`config.mk`:
```
export PLATFORM = sky130hd
export DESIGN_NAME = decimal_digit_field_formatter
export DESIGN_NICKNAME = d
export VERILOG_FILES = /design/src/rtl/core/dfmt_pkg.sv /design/src/rtl/core/dfmt_bcd_conv.sv /design/src/rtl/core/decimal_digit_field_formatter.sv
export SDC_FILE = /design/constraint.sdc
export NUM_CORES = 1
export LEC_CHECK = 0
export BUFFER_PORTS_ARGS = -buffer_cell sky130_fd_sc_hd__buf_2
export CELL_PAD_IN_SITES_DETAIL_PLACEMENT = 0
export CELL_PAD_IN_SITES_GLOBAL_PLACEMENT = 1
export CORE_MARGIN = 3
export CORE_UTILIZATION = 46
export CTS_CLUSTER_DIAMETER = 80
export CTS_CLUSTER_SIZE = 30
export DETAILED_ROUTE_END_ITERATION = 10
export PLACE_DENSITY = 0.77
export SLEW_MARGIN = 40
export SYNTH_ARGS = -nofsm -noshare
export SYNTH_HDL_FRONTEND = slang
export SYNTH_SLANG_ARGS = --single-unit
```
`constraint.sdc`:
```
create_clock -name clk -period 4.3 [get_ports clk]
set_input_delay 0.43 -clock clk [delete_from_list [all_inputs] [get_ports clk]]
set_output_delay 0.43 -clock clk [all_outputs]
set_load 0.01 [all_outputs]
```
`src/rtl/core/dfmt_pkg.sv`:
```
// Shared types and constants of the decimal digit field formatter.
package dfmt_pkg;

    localparam int COORD_W = 9;
    localparam int XPOS_W  = 10;
    localparam int VALUE_W = 32;
    localparam int DCNT_W  = 4;
    localparam int GLYPH_W = 6;
    localparam int CODE_W  = 7;
    localparam int STEP_W  = GLYPH_W - 1;

    localparam int CFG_IDX_W = 2;

    localparam logic [CFG_IDX_W-1:0] REG_SCREEN_WIDTH  = 2'd0;
    localparam logic [CFG_IDX_W-1:0] REG_SCREEN_HEIGHT = 2'd1;

    localparam logic [COORD_W-1:0] SCREEN_WIDTH_RST  = 9'd240;
    localparam logic [COORD_W-1:0] SCREEN_HEIGHT_RST = 9'd240;

    localparam logic [CODE_W-1:0] CH_SPACE = 7'h20;
    localparam logic [CODE_W-1:0] CH_ZERO  = 7'h30;

    typedef struct packed {
        logic [COORD_W-1:0] x_start;
        logic [COORD_W-1:0] y_row;
        logic [VALUE_W-1:0] value;
        logic [DCNT_W-1:0]  digit_count;
        logic [GLYPH_W-1:0] glyph_height;
        logic               zero_pad;
    } dfmt_in_t;

    typedef struct packed {
        logic [CODE_W-1:0]  char_code;
        logic [XPOS_W-1:0]  x_pos;
        logic [COORD_W-1:0] y_pos;
        logic               rejected;
        logic               last;
    } dfmt_out_t;

    typedef struct packed {
        logic busy;
        logic done;
    } dfmt_conv_stat_t;

endpackage

```
`src/rtl/core/dfmt_bcd_conv.sv`:
```
// Iterative shift-and-add-3 binary to BCD converter, one bit per cycle.
module dfmt_bcd_conv #(
    parameter int DIGITS = 10
) (
    input  logic                        clk,
    input  logic                        rst_n,
    input  logic                        start,
    input  logic [dfmt_pkg::VALUE_W-1:0] value,
    output dfmt_pkg::dfmt_conv_stat_t   stat,
    output logic [4*DIGITS-1:0]         bcd
);
    import dfmt_pkg::*;

    localparam int BCD_W = 4 * DIGITS;
    localparam int CNT_W = $clog2(VALUE_W);
    localparam logic [CNT_W-1:0] CNT_LAST = CNT_W'(VALUE_W - 1);

    logic [VALUE_W-1:0] bin_reg;
    logic [VALUE_W-1:0] bin_next;
    logic [BCD_W-1:0]   bcd_reg;
    logic [BCD_W-1:0]   bcd_next;
    logic [BCD_W-1:0]   corr;
    logic [CNT_W-1:0]   cnt_reg;
    logic [CNT_W-1:0]   cnt_next;
    logic               busy_reg;
    logic               busy_next;
    logic               done;

    // add 3 to every digit of 5 or more before the shift
    always_comb
    begin
        for (int i = 0; i < DIGITS; i++)
        begin
            if (bcd_reg[4*i +: 4] >= 4'd5)
                corr[4*i +: 4] = bcd_reg[4*i +: 4] + 4'd3;
            else
                corr[4*i +: 4] = bcd_reg[4*i +: 4];
        end
    end

    assign done = busy_reg && (cnt_reg == CNT_LAST);

    always_comb
    begin
        bin_next  = bin_reg;
        bcd_next  = bcd_reg;
        cnt_next  = cnt_reg;
        busy_next = busy_reg;
        if (start)
        begin
            bin_next  = value;
            bcd_next  = '0;
            cnt_next  = '0;
            busy_next = 1'b1;
        end
        else if (busy_reg)
        begin
            // the top digit carry drops out, which keeps the value modulo 10^DIGITS
            bcd_next = {corr[BCD_W-2:0], bin_reg[VALUE_W-1]};
            bin_next = {bin_reg[VALUE_W-2:0], 1'b0};
            cnt_next = cnt_reg + 1'b1;
            if (done)
                busy_next = 1'b0;
        end
    end

    always_ff @(posedge clk or negedge rst_n)
    begin
        if (!rst_n)
        begin
            busy_reg <= 1'b0;
            cnt_reg  <= '0;
        end
        else
        begin
            busy_reg <= busy_next;
            cnt_reg  <= cnt_next;
        end
    end

    always_ff @(posedge clk)
    begin
        bin_reg <= bin_next;
        bcd_reg <= bcd_next;
    end

    assign bcd       = bcd_reg;
    assign stat.busy = busy_reg;
    assign stat.done = done;

endmodule

```
`src/rtl/core/decimal_digit_field_formatter.sv`:
```
// Decimal digit field formatter: one request in, one character result per digit position out,
// most significant digit first. An accepted request that passes the start point check is
// loaded, runs through the shift-and-add-3 converter (one bit of the value per cycle), then
// gives its results, one per digit position, while the output register is free; the digit
// count is capped at MAX_DIGITS. A request whose start point lies beyond screen_width or
// screen_height passes through the emit state and gives a single rejected result once the
// output register is free. A request with a digit count of zero gives no result.
// While a request is at work in_stall is high; the next request is taken as soon as the last
// result sits in the output register. screen_width and screen_height come up as 240 and are
// written through cfg_we.
module decimal_digit_field_formatter #(
    parameter int MAX_DIGITS = 10
) (
    input  logic                           clk,
    input  logic                           rst_n,
    input  logic                           in_valid,
    output logic                           in_stall,
    input  dfmt_pkg::dfmt_in_t             in_data,
    output logic                           out_valid,
    input  logic                           out_stall,
    output dfmt_pkg::dfmt_out_t            out_data,
    input  logic                           cfg_we,
    input  logic [dfmt_pkg::CFG_IDX_W-1:0] cfg_index,
    input  logic [dfmt_pkg::COORD_W-1:0]   cfg_data
);
    import dfmt_pkg::*;

    localparam int IDX_W = (MAX_DIGITS > 1) ? $clog2(MAX_DIGITS) : 1;
    localparam logic [DCNT_W-1:0] LEN_MAX = DCNT_W'(MAX_DIGITS);

    localparam logic [1:0] ST_IDLE = 2'd0;
    localparam logic [1:0] ST_CONV = 2'd1;
    localparam logic [1:0] ST_EMIT = 2'd2;

    logic [1:0]          state_reg;
    logic [1:0]          state_next;
    logic [COORD_W-1:0]  scr_w_reg;
    logic [COORD_W-1:0]  scr_h_reg;

    logic [XPOS_W-1:0]   x_reg;
    logic [XPOS_W-1:0]   x_next;
    logic [COORD_W-1:0]  y_reg;
    logic [COORD_W-1:0]  y_next;
    logic [STEP_W-1:0]   step_reg;
    logic [STEP_W-1:0]   step_next;
    logic                pad_reg;
    logic                pad_next;
    logic [IDX_W-1:0]    idx_reg;
    logic [IDX_W-1:0]    idx_next;
    logic                shown_reg;
    logic                shown_next;
    logic                reject_reg;
    logic                reject_next;

    logic                out_valid_reg;
    logic                out_valid_next;
    dfmt_out_t           out_data_reg;
    dfmt_out_t           out_data_next;

    logic                in_fire;
    logic                reject;
    logic [DCNT_W-1:0]   len;
    logic                conv_start;
    logic                slot_free;
    logic                emit_load;
    logic                blank;
    logic [3:0]          digit;
    logic [3:0]          digits [MAX_DIGITS];
    logic [4*MAX_DIGITS-1:0] bcd;
    dfmt_conv_stat_t     conv_stat;

    dfmt_bcd_conv #(
        .DIGITS (MAX_DIGITS)
    ) u_conv (
        .clk   (clk),
        .rst_n (rst_n),
        .start (conv_start),
        .value (in_data.value),
        .stat  (conv_stat),
        .bcd   (bcd)
    );

    for (genvar g = 0; g < MAX_DIGITS; g++)
    begin : g_digit
        assign digits[g] = bcd[4*g +: 4];
    end

    always_ff @(posedge clk or negedge rst_n)
    begin
        if (!rst_n)
        begin
            scr_w_reg <= SCREEN_WIDTH_RST;
            scr_h_reg <= SCREEN_HEIGHT_RST;
        end
        else if (cfg_we)
        begin
            case (cfg_index)
                REG_SCREEN_WIDTH:  scr_w_reg <= cfg_data;
                REG_SCREEN_HEIGHT: scr_h_reg <= cfg_data;
                default:           ;
            endcase
        end
    end

    assign in_stall   = (state_reg != ST_IDLE);
    assign in_fire    = in_valid && !in_stall;
    assign reject     = (in_data.x_start > scr_w_reg) || (in_data.y_row > scr_h_reg);
    assign len        = (in_data.digit_count > LEN_MAX) ? LEN_MAX : in_data.digit_count;
    assign conv_start = in_fire && !reject && (len != '0);

    assign slot_free = !out_valid_reg || !out_stall;
    assign emit_load = (state_reg == ST_EMIT) && slot_free;
    assign digit     = digits[idx_reg];
    // leading zero: nothing shown yet, not the last position
    assign blank     = !shown_reg && (idx_reg != '0) && (digit == 4'd0);

    always_comb
    begin
        state_next     = state_reg;
        x_next         = x_reg;
        y_next         = y_reg;
        step_next      = step_reg;
        pad_next       = pad_reg;
        idx_next       = idx_reg;
        shown_next     = shown_reg;
        reject_next    = reject_reg;
        out_valid_next = out_valid_reg;
        out_data_next  = out_data_reg;

        if (!out_stall)
            out_valid_next = 1'b0;

        case (state_reg)
            ST_IDLE:
            begin
                if (in_fire)
                begin
                    x_next      = {1'b0, in_data.x_start};
                    y_next      = in_data.y_row;
                    step_next   = in_data.glyph_height[GLYPH_W-1:1];
                    pad_next    = in_data.zero_pad;
                    idx_next    = IDX_W'(len - 1'b1);
                    shown_next  = 1'b0;
                    reject_next = reject;
                    if (reject)
                        state_next = ST_EMIT;
                    else if (len != '0)
                        state_next = ST_CONV;
                end
            end
            ST_CONV:
            begin
                if (conv_stat.done)
                    state_next = ST_EMIT;
            end
            ST_EMIT:
            begin
                if (emit_load)
                begin
                    out_valid_next = 1'b1;
                    if (reject_reg)
                    begin
                        out_data_next = '0;
                        out_data_next.rejected = 1'b1;
                        out_data_next.last     = 1'b1;
                        state_next = ST_IDLE;
                    end
                    else
                    begin
                        out_data_next.char_code = blank ? (pad_reg ? CH_ZERO : CH_SPACE)
                                                        : (CH_ZERO + {3'b000, digit});
                        out_data_next.x_pos     = x_reg;
                        out_data_next.y_pos     = y_reg;
                        out_data_next.rejected  = 1'b0;
                        out_data_next.last      = (idx_reg == '0);
                        if (!blank)
                            shown_next = 1'b1;
                        x_next   = x_reg + {{(XPOS_W-STEP_W){1'b0}}, step_reg};
                        idx_next = idx_reg - 1'b1;
                        if (idx_reg == '0)
                            state_next = ST_IDLE;
                    end
                end
            end
            default:
            begin
                state_next = ST_IDLE;
            end
        endcase
    end

    always_ff @(posedge clk or negedge rst_n)
    begin
        if (!rst_n)
        begin
            state_reg     <= ST_IDLE;
            out_valid_reg <= 1'b0;
        end
        else
        begin
            state_reg     <= state_next;
            out_valid_reg <= out_valid_next;
        end
    end

    always_ff @(posedge clk)
    begin
        x_reg        <= x_next;
        y_reg        <= y_next;
        step_reg     <= step_next;
        pad_reg      <= pad_next;
        idx_reg      <= idx_next;
        shown_reg    <= shown_next;
        reject_reg   <= reject_next;
        out_data_reg <= out_data_next;
    end

    assign out_valid = out_valid_reg;
    assign out_data  = out_data_reg;

    a_busy_after_accept: assert property (@(posedge clk) disable iff (!rst_n)
        (in_fire && (reject || (len != '0))) |=> (state_reg != ST_IDLE))
        else $error("request with results accepted but sequencer stayed idle");

    a_done_in_conv: assert property (@(posedge clk) disable iff (!rst_n)
        conv_stat.done |-> (state_reg == ST_CONV))
        else $error("converter finished outside the conversion state");

    a_conv_start_idle: assert property (@(posedge clk) disable iff (!rst_n)
        conv_start |=> (conv_stat.busy && (state_reg == ST_CONV)))
        else $error("converter not running after start");

    a_reject_is_last: assert property (@(posedge clk) disable iff (!rst_n)
        (out_valid_reg && out_data_reg.rejected) |-> out_data_reg.last)
        else $error("rejected result not marked last");

    a_last_ends_request: assert property (@(posedge clk) disable iff (!rst_n)
        (emit_load && (reject_reg || (idx_reg == '0))) |=> (state_reg == ST_IDLE))
        else $error("sequencer kept running after the last result");

endmodule
```
**After elaboration in Yosys (flattened, before gate mapping)**

Cells that the tools add are included.

- Flip-flop bits (word level): 158
- Bits of input ports: 77
- Word-level logic and storage cells: 139

- Add/sub/neg operators: 15
- Order comparisons: 14
- Equality and inequality tests: 11
- Muxes and demuxes: 48
- Bitwise gates (word level): 1
- Reduce and logical (&&, ||, !) cells: 30

Operator list:

| operator | count |
|---|---|
| $mux 32 | 2 |
| $mux 4 | 15 |
| $ge 4x3->1 const B | 10 |
| $add 4x2->4 const B | 9 |
| $mux 10 | 3 |
| $pmux 10 s2 | 1 |
| $gt 9x9->1 | 2 |
| $bmux 4 s4 | 1 |
| $mux 2 | 8 |
| $mux 5 | 3 |
| $add 10x5->10 | 1 |
| $mux 1 | 10 |
| $reduce_and 5->1 | 2 |
| $logic_not 4->1 | 2 |
| $ne 2x2->1 const B | 4 |
| $pmux 4 s2 | 1 |
| $reduce_and 2->1 | 4 |
| $reduce_bool 4->1 | 2 |
| $sub 4x1->4 const B | 2 |
| $add 6x4->7 const A | 1 |
| $logic_and 1x1->1 | 7 |
| $mux 7 | 1 |
| $pmux 2 s3 | 1 |
| $reduce_bool 2->1 | 3 |
| other kinds (17) | 24 |

**Logic depth before layout (Yosys ltp)**

Gate-level depths: netlist of run 1.

- Depth in word-level cells: 10
- Mapped depth: 10
- Depth with buffers taken out: 9

**By module**

A second synthesis of run 1 with hierarchy kept.

- Cell total of the unflattened synthesis: 750
- Area total of the unflattened synthesis: 8130.3 um^2

By module, submodules not included:

| module | times used | cells an instance | area each (um^2) | seq. area each (um^2) |
|---|---|---|---|---|
| dfmt_bcd_conv | 1 | 401 | 4086.4 | 1911.8 |
| decimal_digit_field_formatter | 1 | 349 | 4043.9 | 2277.2 |

**Worst setup path after synthesis of run 1**

Ideal clock, no wire load.

- Kind: input to register
- Start point: in in_data[54] (netlist name)
- End point: reg u_conv.bin_reg[0] (enable)
- Library setup time: 425 ps
- Data arrival time: 3127 ps
- Path slack: 748 ps
- Cell stages on the path: 6
- Buffers on the path: 0
- Path through: ha_1 -> a21o_1 -> a21o_1 -> a2111oi_2 -> o22ai_2 -> o21ai_1

- Cells in the longest elaborated chain, start to end: 6

RTL lines:

| item | RTL line | source |
|---|---|---|
| start: declaration | decimal_digit_field_formatter.sv:18 | `input dfmt_pkg::dfmt_in_t in_data,` |
| $gt 9x9->1 | decimal_digit_field_formatter.sv:107 | `assign reject = (in_data.x_start > scr_w_reg) \|\| (in_data.y_row > scr_h_reg);` |
| $logic_or 1x1->1 | decimal_digit_field_formatter.sv:107 |  |
| named net reject | decimal_digit_field_formatter.sv:61 | `logic reject;` |
| $logic_not 1->1 | decimal_digit_field_formatter.sv:109 | `assign conv_start = in_fire && !reject && (len != '0);` |
| $logic_and 1x1->1 (2 in series) | decimal_digit_field_formatter.sv:109 |  |
| $reduce_bool 2->1 (no source line) | n/a |  |
| end signal: assignment | dfmt_bcd_conv.sv:83 | `bin_reg <= bin_next;` |
| end: declaration | dfmt_bcd_conv.sv:18 | `logic [VALUE_W-1:0] bin_reg;` |

The timed path passes the listed nets, and every way through them passes these cells.
A chain may end at the register's enable or synchronous reset.

**Final worst setup path of run 1**

- Start point: reg scr_w_reg[6]
- End point: reg u_conv.bcd_reg[12], in the netlist u_conv.bcd[12]

- Cells in the longest elaborated chain, start to end: 5

RTL lines:

| item | RTL line | source |
|---|---|---|
| start: declaration | decimal_digit_field_formatter.sv:37 | `logic [COORD_W-1:0] scr_w_reg;` |
| start signal: assignment | decimal_digit_field_formatter.sv:98 | `REG_SCREEN_WIDTH: scr_w_reg <= cfg_data;` |
| $gt 9x9->1 | decimal_digit_field_formatter.sv:107 |  |
| $logic_or 1x1->1 | decimal_digit_field_formatter.sv:107 |  |
| named net reject | decimal_digit_field_formatter.sv:61 |  |
| $logic_not 1->1 | decimal_digit_field_formatter.sv:109 |  |
| $logic_and 1x1->1 (2 in series) | decimal_digit_field_formatter.sv:109 |  |
| end signal: assignment | dfmt_bcd_conv.sv:84 | `bcd_reg <= bcd_next;` |
| end: declaration | dfmt_bcd_conv.sv:20 | `logic [BCD_W-1:0] bcd_reg;` |

The timed path passes the listed nets, and every way through them passes these cells.

==> impl_summary.md, run 1 <==
Status
The flow ran to the end, and the final reports show no timing, DRC or antenna violations.

Worst setup path
The data required time of the critical path is 4580 ps. The arrival time at the worst endpoint is 3380 ps. The worst setup path is captured at a flop. The setup path with the least slack is of type reg -> reg. In this run the worst setup path terminates at u_conv.bcd[12].

In this run the critical register-to-register path is launched from scr_w_reg[6]. The largest fanout of any net on the critical path is 50. The most critical setup path has its startpoint at scr_w_reg[6]. The worst register-to-register path ends at u_conv.bcd[12].

For the worst flop-to-flop path, the logic depth is 10. The worst reg-to-reg setup slack is 1200 ps. STA classifies the critical path startpoint as a flop.

Timing
The number of failing hold endpoints at the final stage came to 0. The maximum clock frequency is 322 MHz. In the finished design, the share of the clock period the worst path needs comes to 72.2%. In this run the tightest slew margin relative to its limit is 55.3%. The number of pins exceeding their max-slew limit in the final report is 0. The post-route clock skew is 10.6 ps.

Setup repair after global routing left no endpoint under its margin. Setup violations remaining at the end of the flow were counted as 0. The worst-margin pin slew is 668 ps. The setup total negative slack is 0 ps.

The minimum clock period after layout is 3100 ps.

Detailed routing
In the routed layout, each cell is associated on average with a via count of 5.28. After detailed routing, the total wire length is 16.5 mm. For this run, design rule violations remaining after detail routing come to 0. Dividing the detail-routed wire length by the instance count gives 15.8 um.

The number of detailed-route iterations in the first pass is 5. The detailed router placed 5500 vias in this run. After the first detailed-routing iteration, the DRC count stood at 264. In this run the remaining antenna-violating nets after routing total 0.

Synth
The number of synthesized flops with an enable pin is 90. The biggest area contributor in the post-synthesis netlist is sky130_fd_sc_hd__edfxtp_1. The area share of the largest cell type after synthesis is 34.3%. For this run, the number of Yosys warnings is 0. The instance count of the mapped netlist is 703. The share of flip-flops with an asynchronous set or reset is 17.2%. The cell area after synthesis is 7890 um2.

Sorting the synthesized cells by area gives the leading types as sky130_fd_sc_hd__edfxtp_1 (34%), sky130_fd_sc_hd__dfxtp_1 (10%), sky130_fd_sc_hd__ha_1 (7.3%), sky130_fd_sc_hd__dfrtp_1 (6.0%), sky130_fd_sc_hd__mux2_1 (5.0%). The number of nets in the synthesized netlist is 827. Sequential cells were found to cover 53.1% of the synthesized design area.

The number of library cell types mapped by synthesis is 57. The prevailing post-synth register cell is sky130_fd_sc_hd__edfxtp_1. A synthesized cell averages 11.2 um2. Synthesis inferred 157 register bits.

Finish
0 antenna diodes ended up in the layout. The area taken by flip-flops and latches is 4190 um2. The post-route netlist has 20.7% of its cells at a drive strength greater than 1. The synthesis-to-layout area growth is 17.5%.

Cells fill 55.5% of the core in the end. In the final design database the tool counted 932 nets. The finished cells cover 9270 um2. The register with the most flip-flops in the layout has 40 of them. The multi-input combinational cells in the finished layout cover a total of 3360 um2. The library cell used most frequently in the layout, excluding fill and tap cells, is sky130_fd_sc_hd__buf_2.

Leaving out fill and tap cells, the most frequent cells in the layout are sky130_fd_sc_hd__buf_2 (104), sky130_fd_sc_hd__edfxtp_1 (90), sky130_fd_sc_hd__nor2_1 (51). Counting the fill cells in the layout gives 1469.

Die
The floorplan step defined a die boundary enclosing 18800 um2. In this run the count of I/O pins placed on the die edge is 107. In this run the core area contains 47 standard-cell rows. The effective utilization at floorplan is 47.2%. From left edge to right edge, the die measures 137 um. The die is 137 um tall. The total area inside the core boundary comes to 16700 um2.

Pwr
The largest vdd supply drop is 0.373 mV. The total power divided by cell area is 714 nW/um2. The analysis attributes to cell leakage a power of 4.02 nW.

GRT
The aggregate global-route resource usage is 17.9%. The initial antenna violation count is 0. The maximum number of pins on one net before global-route repair is 51. The number of global-route vias before repair was 5339.

The overall overflow remaining after global route is 0. The first global-routing pass estimated 26.1 mm of wire.

Clocking
The later pin in the worst-skew pair is clocked with a latency of 430 ps. The clock slew at the register clock pins of the worst setup and hold paths is 60 ps. The number of clock sinks seen by CTS is 157. The TritonCTS clock tree is built. The number of buffers created by CTS is 17.

Hold repair after CTS inserted 0 buffers. The number of setup buffers added after CTS is 0. The tree is rooted in a sky130_fd_sc_hd__clkbuf_16. In this run the number of H-tree levels came out at 4.

No sink is reached through more buffers than the 2 on the longest clock path. Once the clock tree was built, the resizer swapped 0 gates to a different size.

Placed design
The weighted congestion reported at the end of routability-driven placement is 0.773. The area after detailed placement is 8620 um2. The detailed-placement wirelength estimate is 11.8 mm. The count of buffers added on input and output ports is 104.

Worst hold path
In this run the worst hold path is classified as in -> async.

Flow run
The count of maximum capacitance violations is 0.
-- per-stage QoR --
step / power (mW) / instances / hold WS (ps) / worst slack, ps
finish: 6.62 / 1041 / 10.4 / 1200
global route: 7.13 / 1041 / 49.4 / 945
CTS: 6.68 / 1040 / 30.0 / 1190
detailed placement: 5.02 / 1008 / 466 / 1120
global placement: 4.87 / 1006 / 455 / 1180
floorplan: 4.40 / 703 / 134 / 748
-- worst min path at each step --
stage / to / slack [ps]
floorplan: out_valid / 130
finish: scr_h_reg[3] / 10
CTS: scr_h_reg[1] / 30
global route: scr_h_reg[0] / 50
detailed placement: u_conv.bcd[39] / 470
global placement: u_conv.bcd[39] / 460
-- area by class of cell --
class	instances	share of cell area, %
Inverter	52	2.11
Clock buffer	17	4.59
Timing Repair Buffer	114	6.59
Multi-Input combinational cell	466	36.2
Sequential cell	157	45.2
Tap cell	220	2.97
Clock inverter	15	2.30
-- cells by family after synthesis --
group | Yosys count | share of synthesized area, %
buffers and inverters | 80 | 4.55
flip-flops | 157 | 53.1
AO/OA/AOI/OAI | 138 | 10.1
adder cells (fa/ha/maj) | 47 | 7.55
XOR/XNOR | 26 | 2.89
other | 1 | 0.0475
AND/OR/NAND/NOR | 179 | 11.0
multiplexers | 75 | 10.8
-- power breakdown --
part	switching, mW	internal (mW)
sequential	0.405	2.30
clock	0.630	0.984
combinational	1.27	1.03
-- cell usage after synthesis, types with 12 or more instances --
cell                       instances
sky130_fd_sc_hd__ha_1             46
sky130_fd_sc_hd__clkbuf_1         16
sky130_fd_sc_hd__o21ai_0          31
sky130_fd_sc_hd__mux2i_1          30
sky130_fd_sc_hd__dfxtp_1          40
sky130_fd_sc_hd__o21ai_1          23
sky130_fd_sc_hd__nand2_1          48
sky130_fd_sc_hd__xnor2_1          14
sky130_fd_sc_hd__edfxtp_1         90
sky130_fd_sc_hd__a21oi_1          50
sky130_fd_sc_hd__nor2_1           51
sky130_fd_sc_hd__mux2_1           35
sky130_fd_sc_hd__dfrtp_1          19
sky130_fd_sc_hd__inv_1            50
sky130_fd_sc_hd__nor2b_1          21
sky130_fd_sc_hd__xor2_1           12
-- layer usage --
metal,part of all wire [%],up-vias,GRT usage [%]
li1,-,2698,-
met1,46,2627,23.7
met2,47,155,27.7
met3,5.8,20,6.14
met4,1.5,0,6.04
met5,0,-,0
-- worst max-delay path, cell delays in order, from the launching register on --
cell                        delay [ps]
sky130_fd_sc_hd__dfstp_2           520
sky130_fd_sc_hd__inv_1              70
sky130_fd_sc_hd__ha_1              300
sky130_fd_sc_hd__a21oi_1           190
sky130_fd_sc_hd__o21ai_1           120
sky130_fd_sc_hd__a2111oi_2         360
sky130_fd_sc_hd__o22ai_2           220
sky130_fd_sc_hd__nor2_4            130
sky130_fd_sc_hd__buf_4             500
sky130_fd_sc_hd__buf_4             430
sky130_fd_sc_hd__a211oi_1           70
Power figures use the tool's default switching activity.
==> run 2, diff against run 1 <==
Clock period 4.3 ns to 2.9 ns, I/O delays scaled along.
==> run 2 against run 1 <==
Net effect:
- sequential cell count stayed put
- critical path depth is 1 lower
- maximum frequency is 16% higher
- register-to-register slack worse by 970 ps
- power is 47% higher
- sequential share of layout area is 0.18 points lower
- first-iteration DRC count is 19% higher
- global-route usage is 0.17 points lower
- routed wire length is 1.8% lower
- via count is 0.62% lower
- largest cell class unchanged
- largest power group unchanged
==> impl_summary.md, run 2 (synthesis results as in run 1) <==
GRT
The initial antenna violation count is 0 (unchanged). The aggregate global-route resource usage was 17.8% (was 17.9%). The met2 usage in global routing is 27.1% (was 27.7%). The number of global-route vias before repair was 5368 (was 5339). The global routing usage on met3 is 4.93% (was 6.14%). The met1 layer usage reported by global route is 24.2% (was 23.7%). The overall overflow remaining after global route is 0 (unchanged). The maximum number of pins on one net before global-route repair is 45 (was 51). The wire length of the first global-routing pass was 26.2 mm (was 26.1 mm). The busiest metal layer after global routing is met2 (unchanged).

Timing
The number of pins exceeding their max-slew limit in the final report came to 0 (unchanged). The worst-margin pin slew is 809 ps (was 668 ps). The maximum clock frequency is 374 MHz (was 322 MHz).

The minimum clock period after layout is 2670 ps (was 3100 ps). The share of the clock period used by the worst path came to 92.2% (was 72.2%). The count of endpoints failing setup in the final report is 0 (unchanged). RSZ-0062 raised after global routing: false (unchanged). The smallest setup slack after layout is 227 ps (was 1200 ps). The post-route clock skew is 8.56 ps (was 10.6 ps).

The headroom to the max-slew limit came to 46.0% (was 55.3%). The setup total negative slack is 0 ps (unchanged). The number of failing hold endpoints at the final stage is 0 (unchanged).

Pwr
The leakage component of the power was 4.04 nW (was 4.02 nW). The total power divided by cell area is 1050 nW/um2 (was 714 nW/um2). The largest vdd supply drop was 0.563 mV (was 0.373 mV).

Detailed routing
The detail-routed via count per cell came to 5.22 (was 5.28). The average wire length per cell after detail routing is 15.4 um (was 15.8 um). The total number of vias is 5466 (was 5500).

The number of detailed-route iterations in the first pass came to 5 (unchanged). The number of DRC violations after detailed-routing iteration 0 is 314 (was 264). The number of remaining DRC errors is 0 (unchanged). The number of nets still failing antenna checks after routing is 0 (unchanged). The wire length reported by the detailed router is 16.2 mm (was 16.5 mm).

Clocking
The clock tree root driver cell is sky130_fd_sc_hd__clkbuf_16 (unchanged). The deepest clock path buffer count is 2 (unchanged). The number of buffers created by CTS is 17 (unchanged).

The number of clock sinks seen by CTS is 157 (unchanged). The clock insertion delay at the later pin of the skew report came to 420 ps (was 430 ps). The total setup buffers inserted after CTS was 0 (unchanged). The clock slew at the register clock pins of the worst setup and hold paths was 70 ps (was 60 ps). The CTS H-tree depth is 4 (unchanged). The TritonCTS clock tree is built (unchanged).

Finish
The most frequent standard cell in the layout excluding fill and tap cells is sky130_fd_sc_hd__buf_2 (unchanged). The final instance count without filler cells is 1048 (was 1041). The proportion of layout cells with a drive suffix above 1 is 21.4% (was 20.7%). The final core utilization is 55.7% (was 55.5%). The count of nets after finishing is 938 (was 932). Commonest non-fill, non-tap cells in the layout: sky130_fd_sc_hd__buf_2 (104), sky130_fd_sc_hd__edfxtp_1 (90), sky130_fd_sc_hd__nor2_1 (51) (unchanged). The synthesis-to-layout area growth is 18.0% (was 17.5%). The area occupied by multi-input gates is 3350 um2 (was 3360 um2). The number of fillers in the final layout came to 1464 (was 1469). The flip-flop count of the largest register, all copies and words added is 40 (unchanged). The area taken by flip-flops and latches is 4190 um2 (unchanged).

Status
Outcome: finished, final reports clean (unchanged).

Worst setup path
The data required time of the critical path was 3060 ps (was 4580 ps). The arrival time at the worst endpoint is 2840 ps (was 3380 ps). The kind of launch point of the worst setup path is a flop (unchanged). The start-to-end type of the worst setup path is reg -> reg (unchanged). The capturing element type of the critical path is a flop (unchanged). The largest fanout of any net on the critical path was 38 (was 50).

Die
The number of core rows is 47 (unchanged). The core region area came to 16700 um2 (unchanged). The effective utilization at floorplan is 47.2% (unchanged). The die area is 18800 um2 (unchanged). The number of top-level pins is 107 (unchanged). The horizontal extent of the die came to 137 um (unchanged). The vertical die dimension is 137 um (unchanged).

Placed design
The port buffer count is 104 (unchanged). The count of placed standard cells including taps was 1014 (was 1008). The weighted congestion reported at the end of routability-driven placement came to 0.817 (was 0.773). The pre-CTS setup slack is 174 ps (was 1120 ps). The detailed-placement wirelength estimate is 11.8 mm (about the same).

Worst hold path
The path type of the worst min-delay path is in -> reg (was in -> async).

Flow run
The count of maximum capacitance violations is 0 (unchanged).
-- run 2: layer usage --
metal	vias to the layer above	wire, um
li1	2720	-
met1	2602	7470
met2	123	7520
met3	21	868
met4	0	306
met5	-	0
-- run 2: area by class of cell --
type	instances	share of cell area, %
well taps	220	2.96
clock buffers	18	4.72
clock inverters	14	1.96
inverters	52	2.10
multi-input cells	466	36.0
diodes	1	0.0269
repair buffers	120	7.18
flip-flops and latches	157	45.0
-- run 2: path summary, 6_finish.rpt --
check,depth (start not counted),from,slack [ps],end
worst max-delay path,9,scr_h_reg[6],230,u_conv.bin_reg[9]
worst min-delay path,1,in_data[5],40,step_reg[3]
worst max register to register,9,scr_h_reg[6],230,u_conv.bin_reg[9]
worst min register to register,2,u_conv.bcd[39],490,u_conv.bcd[39]
max in group asynchronous,2,rst_n,2050,u_conv.cnt_reg[4]
min in group asynchronous,2,rst_n,430,u_conv.busy_reg
-- run 2: stage by stage --
stage,cell area [um2],power [mW],hold slack (ps)
CTS,9300,9.84,25.5
global route,9300,10.5,22.2
floorplan,7890,6.53,-5.59
global placement,8670,7.28,343
detailed placement,8670,7.46,355
finish,9310,9.74,43.7
-- run 2: where the power goes --
| group | internal (mW) | switching (mW) |
|---|---|---|
| clock | 1.39 | 0.932 |
| sequential | 3.41 | 0.609 |
| combinational | 1.55 | 1.84 |
-- run 2: worst max-delay path, stage by stage (launching register included) --
cell and delay, ps:
sky130_fd_sc_hd__dfstp_2 520, sky130_fd_sc_hd__inv_1 40, sky130_fd_sc_hd__ha_1 270, sky130_fd_sc_hd__a211oi_1 240, sky130_fd_sc_hd__o21bai_1 120, sky130_fd_sc_hd__and4b_1 310, sky130_fd_sc_hd__o22ai_2 160, sky130_fd_sc_hd__nor2_4 160
sky130_fd_sc_hd__buf_12 220, sky130_fd_sc_hd__mux2_1 360
-- run 2: what timing repair did --
action / CTS / global route
hold buffers: 1 / 0
setup endpoints to repair: 0 / 0
hold endpoints to repair: 19 / 0
gates resized for setup: 0 / 0
